===== config.mk =====
export PLATFORM = sky130hd
export DESIGN_NAME = scc_ctrl
export DESIGN_NICKNAME = d
export VERILOG_FILES = /design/src/sv/scc_counter_top_macros.svh /design/src/sv/scc_pkg.sv /design/src/sv/scc_ctrl.sv
export SDC_FILE = /design/constraint.sdc
export NUM_CORES = 1
export LEC_CHECK = 0
export ABC_AREA = 1
export BUFFER_PORTS_ARGS = -buffer_cell sky130_fd_sc_hd__buf_2
export CORE_UTILIZATION = 30
export CTS_BUF_LIST = sky130_fd_sc_hd__clkbuf_8 sky130_fd_sc_hd__clkbuf_16
export DETAILED_ROUTE_END_ITERATION = 8
export PLACE_DENSITY_LB_ADDON = 0.12
export SLEW_MARGIN = 20
export SYNTH_ARGS = -nofsm -noshare
export SYNTH_HDL_FRONTEND = slang
export SYNTH_SLANG_ARGS = --single-unit
export TNS_END_PERCENT = 10

===== constraint.sdc =====
create_clock -name clock -period 2.6 [get_ports clock]
set_input_delay 0 -clock clock [delete_from_list [all_inputs] [get_ports clock]]
set_output_delay 0 -clock clock [all_outputs]
set_load 0.01 [all_outputs]

===== src/sv/scc_counter_top_macros.svh =====
// Assertion macros shared by the scc_counter RTL.
// Included by the modules that carry concurrent checks; needs no other file.
`ifndef SCC_COUNTER_TOP_MACROS_SVH
`define SCC_COUNTER_TOP_MACROS_SVH

// Same-cycle implication, silenced while reset is high
`define SCC_ASSERT_IMP(label, clk, rst, ante, cons) \
   label: assert property (@(posedge clk) disable iff (rst) (ante) |-> (cons)) \
      else $error("scc_counter: same-cycle check failed");

// Next-cycle implication, silenced while reset is high
`define SCC_ASSERT_NXT(label, clk, rst, ante, cons) \
   label: assert property (@(posedge clk) disable iff (rst) (ante) |=> (cons)) \
      else $error("scc_counter: next-cycle check failed");

`endif


===== src/sv/scc_pkg.sv =====
// Shared constants, codes and controller/datapath command and status structs.
// No dependencies; compile first.
`default_nettype none

package scc_pkg;

   // Fixed field widths of the channels and the register
   localparam int CFG_W     = 11;
   localparam int FUNC_W    = 1;
   localparam int NODE_IN_W = 10;
   localparam int COUNT_W   = 11;

   // Default capacities
   localparam int DEF_MAX_NODES = 1024;
   localparam int DEF_MAX_EDGES = 4096;

   // Request function codes
   localparam logic [FUNC_W-1:0] FUNC_ADD   = 1'b0;
   localparam logic [FUNC_W-1:0] FUNC_COUNT = 1'b1;

   localparam logic [CFG_W-1:0] NODE_COUNT_RST = 11'd1;

   // Controller to datapath
   typedef struct packed {
      logic accept;       // capture request, read list heads
      logic add_commit;   // store edge or flag drop
      logic clr_step;     // clear one node entry, advance sweep
      logic clr_heads;    // sweep also nulls list heads
      logic clr_done;     // empty the edge store and drop flag
      logic count_init;   // forward pass, zero root/finish/count
      logic set_rev;      // switch to reverse pass
      logic root_read;    // w = root, read its mark
      logic root_next;    // advance root
      logic mark_w;       // mark w visited, read heads of w
      logic sp_zero;      // empty stack for a new walk
      logic stack_write;  // spill current top below the new one
      logic head_load;    // top = (w, head of w), grow stack
      logic step_fin;     // record finished node
      logic pop_load;     // top = entry below, shrink stack
      logic edge_load;    // follow edge: advance top link, w = other end
      logic fin_read;     // step back through finish order
      logic fin_load;     // w = finished node, read its mark
      logic count_inc;    // one more component
      logic result_load;  // load result register
   } ctl_cmd_type;

   // Datapath to controller
   typedef struct packed {
      logic req_count;
      logic clr_last;
      logic root_done;
      logic vis_rd;
      logic edge_nil;
      logic sp_one;
      logic sp_full;
      logic w_ok;
      logic fin_zero;
      logic rsp_busy;
      logic rev;
   } ctl_sts_type;

endpackage

`default_nettype wire


===== src/sv/scc_ctrl.sv =====
// Sequencer for edge loading, the two depth-first passes and the clear sweeps.
// Depends on scc_pkg; drives the datapath through ctl_cmd_type.
`default_nettype none

module scc_ctrl import scc_pkg::*; (
   input  wire logic        clock,
   input  wire logic        reset,
   input  wire logic        req_valid,
   output logic             req_ready,
   input  wire ctl_sts_type sts,
   output ctl_cmd_type      cmd
);

   localparam logic [3:0] S_CLEAR     = 4'd0;
   localparam logic [3:0] S_IDLE      = 4'd1;
   localparam logic [3:0] S_ADD       = 4'd2;
   localparam logic [3:0] S_ROOT_CHK  = 4'd3;
   localparam logic [3:0] S_ROOT_WAIT = 4'd4;
   localparam logic [3:0] S_HEAD_WAIT = 4'd5;
   localparam logic [3:0] S_STEP      = 4'd6;
   localparam logic [3:0] S_POP_WAIT  = 4'd7;
   localparam logic [3:0] S_EDGE_WAIT = 4'd8;
   localparam logic [3:0] S_VIS_WAIT  = 4'd9;
   localparam logic [3:0] S_CLR_VIS   = 4'd10;
   localparam logic [3:0] S_FIN_CHK   = 4'd11;
   localparam logic [3:0] S_FIN_WAIT  = 4'd12;
   localparam logic [3:0] S_FIN_VIS   = 4'd13;
   localparam logic [3:0] S_RESULT    = 4'd14;

   logic [3:0] state_ff;
   logic [3:0] state_in;

   // Next state and commands
   always_comb begin
      state_in  = state_ff;
      cmd       = '0;
      req_ready = 1'b0;
      case (state_ff)
         S_CLEAR: begin
            cmd.clr_step  = 1'b1;
            cmd.clr_heads = 1'b1;
            if (sts.clr_last) begin
               cmd.clr_done = 1'b1;
               state_in     = S_IDLE;
            end
         end
         S_IDLE: begin
            req_ready = 1'b1;
            if (req_valid) begin
               cmd.accept = 1'b1;
               if (sts.req_count) begin
                  cmd.count_init = 1'b1;
                  state_in       = S_ROOT_CHK;
               end else begin
                  state_in = S_ADD;
               end
            end
         end
         S_ADD: begin
            cmd.add_commit = 1'b1;
            state_in       = S_IDLE;
         end
         S_ROOT_CHK: begin
            if (sts.root_done) begin
               state_in = S_CLR_VIS;
            end else begin
               cmd.root_read = 1'b1;
               state_in      = S_ROOT_WAIT;
            end
         end
         S_ROOT_WAIT: begin
            if (sts.vis_rd) begin
               cmd.root_next = 1'b1;
               state_in      = S_ROOT_CHK;
            end else begin
               cmd.mark_w  = 1'b1;
               cmd.sp_zero = 1'b1;
               state_in    = S_HEAD_WAIT;
            end
         end
         S_HEAD_WAIT: begin
            cmd.head_load = 1'b1;
            state_in      = S_STEP;
         end
         S_STEP: begin
            if (sts.edge_nil) begin
               cmd.step_fin = 1'b1;
               if (!sts.sp_one) begin
                  state_in = S_POP_WAIT;
               end else if (sts.rev) begin
                  state_in = S_FIN_CHK;
               end else begin
                  cmd.root_next = 1'b1;
                  state_in      = S_ROOT_CHK;
               end
            end else begin
               state_in = S_EDGE_WAIT;
            end
         end
         S_POP_WAIT: begin
            cmd.pop_load = 1'b1;
            state_in     = S_STEP;
         end
         S_EDGE_WAIT: begin
            cmd.edge_load = 1'b1;
            state_in      = S_VIS_WAIT;
         end
         S_VIS_WAIT: begin
            if (sts.w_ok && !sts.vis_rd && !sts.sp_full) begin
               cmd.mark_w      = 1'b1;
               cmd.stack_write = 1'b1;
               state_in        = S_HEAD_WAIT;
            end else begin
               state_in = S_STEP;
            end
         end
         S_CLR_VIS: begin
            cmd.clr_step = 1'b1;
            if (sts.clr_last) begin
               cmd.set_rev = 1'b1;
               state_in    = S_FIN_CHK;
            end
         end
         S_FIN_CHK: begin
            if (sts.fin_zero) begin
               state_in = S_RESULT;
            end else begin
               cmd.fin_read = 1'b1;
               state_in     = S_FIN_WAIT;
            end
         end
         S_FIN_WAIT: begin
            cmd.fin_load = 1'b1;
            state_in     = S_FIN_VIS;
         end
         S_FIN_VIS: begin
            if (sts.w_ok && !sts.vis_rd) begin
               cmd.count_inc = 1'b1;
               cmd.mark_w    = 1'b1;
               cmd.sp_zero   = 1'b1;
               state_in      = S_HEAD_WAIT;
            end else begin
               state_in = S_FIN_CHK;
            end
         end
         S_RESULT: begin
            if (!sts.rsp_busy) begin
               cmd.result_load = 1'b1;
               state_in        = S_CLEAR;
            end
         end
         default: begin
            state_in = S_CLEAR;
         end
      endcase
   end

   // State register; reset starts the clearing sweep
   always_ff @(posedge clock) begin
      if (reset) begin
         state_ff <= S_CLEAR;
      end else begin
         state_ff <= state_in;
      end
   end

endmodule

`default_nettype wire


==> Yosys cells after proc, flatten, opt, wreduce, memory -nomap -nowiden <==
Cells that the tools add are included.
{ "classes": {"reduce_logical": 8, "eq_ne": 18, "mux": 50} }
{ "op_table": {"columns": ["cell", "n"], "rows": [
  ["$pmux 4 s14", 1],
  ["$mux 4", 9],
  ["$mux 1", 31],
  ["$eq 4x4->1 const B", 7],
  ["$eq 4x3->1 const B", 4],
  ["$mux 2", 5],
  ["$eq 4x2->1 const B", 2],
  ["$ne 2x2->1 const B", 4],
  ["$eq 4x1->1 const B", 1],
  ["$logic_not 4->1", 1],
  ["$pmux 1 s2", 2],
  ["$reduce_and 4->1", 1],
  ["$reduce_or 2->1", 2],
  ["$mux 3", 1],
  ["$pmux 1 s3", 1],
  ["$logic_and 1x1->1", 2],
  ["$logic_not 1->1", 2]
]} }
{ "totals": {"elab_cells": 77, "inputBits": 14, "register_bits": 4} }

==> Logic depth before layout (Yosys ltp) <==
{ "logic_depth": {"depth_word": 5, "mapped_depth": 9, "ltp_nobuf": 9} }

==> Least setup slack after synthesis <==
Ideal clock, no wire load.
{ "synth_timing": {"kind": "register -> register", "startpoint": "register state_ff[0]", "endpoint": "register state_ff[1]", "required_ps": 2530, "synth_period_minus_slack_ps": 1204, "path_slack_ps": 1396, "stages_incl_launch_ff": 7, "setup_ps": 70, "arrival_ps": 1135, "path_cell_list": "dfxtp_1 > nand2_4 > nor2_4 > nand2_1 > nand2_1 > o21ai_0 > a21oi_1"} }
{ "synth_via": {"elab_chain_cells": 3} }
{ "synth_rtl": {"columns": ["element", "line", "source"], "rows": [
  ["start: declaration", "scc_ctrl.sv:30", "logic [3:0] state_ff;"],
  ["start signal: assignment", "scc_ctrl.sv:163", "state_ff <= state_in;"],
  ["$eq 4x3->1, or another cell as far along", "scc_ctrl.sv:38", "case (state_ff)"],
  ["$reduce_or 2->1 (no source line) / $ne 2x2->1 (equally long branches)", null, null],
  ["$pmux 4 s14 / $reduce_and 4->1 (equally long branches)", null, null]
]} }
Several ways; a longest one is shown, not always the timed one.
A chain may end at the register's enable or synchronous reset.

==> impl_summary.md <==
Status
The run finished with clean final reports.

Synth
The number of warning messages in the yosys log is 0. The sequential fraction of the synthesis area is 14.85%. The instance count of the mapped netlist is 105. The post-synth net total is 119. The post-synthesis register bit count is 4.

The mean instance size in the synthesized netlist is 5.136 um^2. The area of the mapped netlist is 539.3 um^2. The number of distinct library cells after synthesis is 16.

Hold path
The classification of the worst-slack hold path is input port to register.

Power and ir drop
The total power after layout is 353.6 uW. The analysis attributes to cell leakage a power of 0.5179 nW. VDD sags by at most 0.2810 mV. The power per unit of standard cell area is 447.1 mW/mm^2.

Floorplanning
From bottom edge to top edge, the die measures 44.40 um. The initial standard-cell utilization of the core is 33.83%. The floorplan step defined a die boundary enclosing 0.001971 mm^2. The core region is 0.001594 mm^2. The width of the die is 44.40 um. In this run the count of I/O pins placed on the die edge is 35. The initialized floorplan defines 14 standard-cell rows.

Placement
The number of buffers added on ports is 34. The weighted congestion at the end of routability-driven global placement is 0.8381. After legalization and detailed placement, the total HPWL measured 1398 um.

Finish
The register area is 80.08 um^2. The flip-flop count of the largest register, all copies and words added is 4. The fraction of layout cells with a size suffix above 1 is 32.17%. The number of nets in the layout is 159. The layout has 181 filler cells. In the final layout, the multi-input gates occupy 387.9 um^2. The signed area change from the synthesized netlist to the final layout is 46.64%. Ranked by flip-flop count, first place goes to state_ff. The number of antenna cells inserted is 0. In the final layout, the registers with the most flip-flops are state_ff x4.

The end-of-flow core utilization is 49.61%.

Drt
The pre-antenna-repair detailed-routing pass consisted of 4 iterations. The detailed router placed 759 vias in this run. The count of routing violations after the opening detailed-route iteration is 18. The number of remaining DRC errors is 0. The routed length per instance is 9.844 um. The detail route stage leaves a number of antenna-violating nets equal to 0. The via count normalized by instance count is 4.545. The wire length after detailed routing is 1644 um.

Global routing
Entering global routing, the biggest net connects 8 pins. Summed over all layers, the global routing overflow is 0. The via count of the first global-routing pass is 689. The first global-routing pass estimated 2787 um of wire. The initial antenna violation count came to 0. Global routing consumed, over all layers together, 19.18% of the routing resources.

STA
The worst path needs 1.502 ns of the cycle, external delays included. For the pin with the worst max-slew slack, the measured transition is 0.3429 ns. The total count of hold-check failures in the final report was 0. The fmax is 665.6 MHz. The ratio of final minimum period to clock period is 57.79%. The final-report max-slew violation count is 0. Measured against its own limit, the worst slew margin works out to 77.11%. Setup repair after global routing left no endpoint under its margin. The total negative setup slack is 0 ns. Setup violations remaining at the end of the flow were counted as 0. Between clock sinks in the finished design, the worst skew comes to 0.003023 ns.

CTS
The clock reaches the later pin of the worst-skew pair after 0.22 ns. Counting along the longest clock path gives a buffer depth of 2. Clock tree synthesis inserted a total of 3 buffers.

The number of cells upsized or downsized after cts is 0. The cell sitting at the root of the clock tree is a clkbuf_8. The CTS tree is done. After clock tree synthesis, the setup repair step added 0 buffers. After clock tree synthesis, the clock-pin slew on the worst setup and hold paths is 0.03 ns. The tree built by TritonCTS fans out to 4 sinks. In this run the number of H-tree levels came out at 1.

Run
The tool flagged a number of max-cap violations equal to 0.

Setup path
The maximum fanout along the worst path is 6. The critical path data required time is 2.60 ns. For the worst setup path, the data arrival time is 1.50 ns.

STA classifies the critical path endpoint as an output pin. By startpoint and endpoint, the worst setup path is classified as register to output pin. The worst setup path is launched from a register.
## through the flow
stage	area, um^2	setup slack [ns]	instances	hold slack, ns
after detailed placement	739.5	1.184	163	0.2070
after global placement	739.5	1.162	163	0.2106
after floorplan	539.3	1.396	105	0.03718
final	790.8	1.098	167	0.09858
after global routing	790.8	0.9477	167	0.1258
after CTS	790.8	1.113	167	0.09979
## cell usage after synthesis
cell type,instances,area share (%)
nand2_2,1,1.2
nor2_2,3,3.5
nand3b_1,2,2.8
a21oi_1,3,2.8
nand3_1,13,12
nor3_2,1,1.9
nand4_1,1,1.2
a21oi_2,1,1.6
inv_1,19,13
nor2_1,19,13
nor3_1,3,2.8
nand2_1,30,21
o21ai_0,2,1.9
dfxtp_1,4,15
nand2_4,1,2.1
nor2_4,2,4.2
## final cells by class
cell class	instances	area share, %
well taps	24	3.797
multi-input cells	82	49.05
inverters	19	9.019
repair buffers	35	22.78
clock buffers	3	5.222
flip-flops and latches	4	10.13
## final timing paths
kind | startpoint | endpoint | slack, ns | cells past startpoint
worst min-delay path | req_valid | state_ff[0] | 0.1 | 4
worst max-delay path | state_ff[2] | cmd[11] | 1.10 | 7
worst max register to register | state_ff[3] | state_ff[3] | 1.16 | 7
worst min register to register | state_ff[3] | state_ff[1] | 0.62 | 2
## cells by family (layout without fill, tap and decap cells)
| family | after synthesis | count (layout) | share of synthesized area (%) |
|---|---|---|---|
| DFF | 4 | 4 | 14.85 |
| and+or+nand+nor | 76 | 76 | 65.66 |
| AOI/OAI and AO/OA | 6 | 6 | 6.264 |
| buffers and inverters | 19 | 57 | 13.23 |
## power by group
group          internal [mW]  leakage [nW]  total (mW)  switching [mW]
logic                 0.0544         0.464       0.141          0.0861
registers             0.0677        0.0326      0.0803          0.0126
clock network         0.0988        0.0216       0.133          0.0339
## critical path: stages, from the launching register on
cell and delay (ns):
dfxtp_1 0.38, inv_1 0.11, nor2_2 0.22, nand3_1 0.19, inv_1 0.11, nand3b_1 0.08, nand2_1 0.06, buf_2 0.12
## what timing repair did
action / 4_1_cts / 5_1_grt
hold buffers: 1 / 0
setup endpoints to repair: 0 / 0
endpoints found under the hold margin: 3 / 0
## routing by layer
metal / part of all wire, % / up-vias / wire length (um) / track usage, %
met5: 0 / - / 0 / 0
met4: 1.0 / 0 / 17 / 5.455
met3: 4.6 / 2 / 76 / 4.082
met2: 46 / 25 / 758 / 32.06
met1: 48 / 327 / 791 / 24.75
li1: - / 405 / - / -
## cells in the final DEF, fill, tap and decap left out, drive strengths merged
cell / n
a21oi: 4
buf: 34
clkbuf: 3
dfxtp: 4
dlygate4sd3: 1
inv: 19
nand2: 32
nand3: 13
nand3b: 2
nand4: 1
nor2: 24
nor3: 4
o21ai: 2
Power figures use the tool's default switching activity.
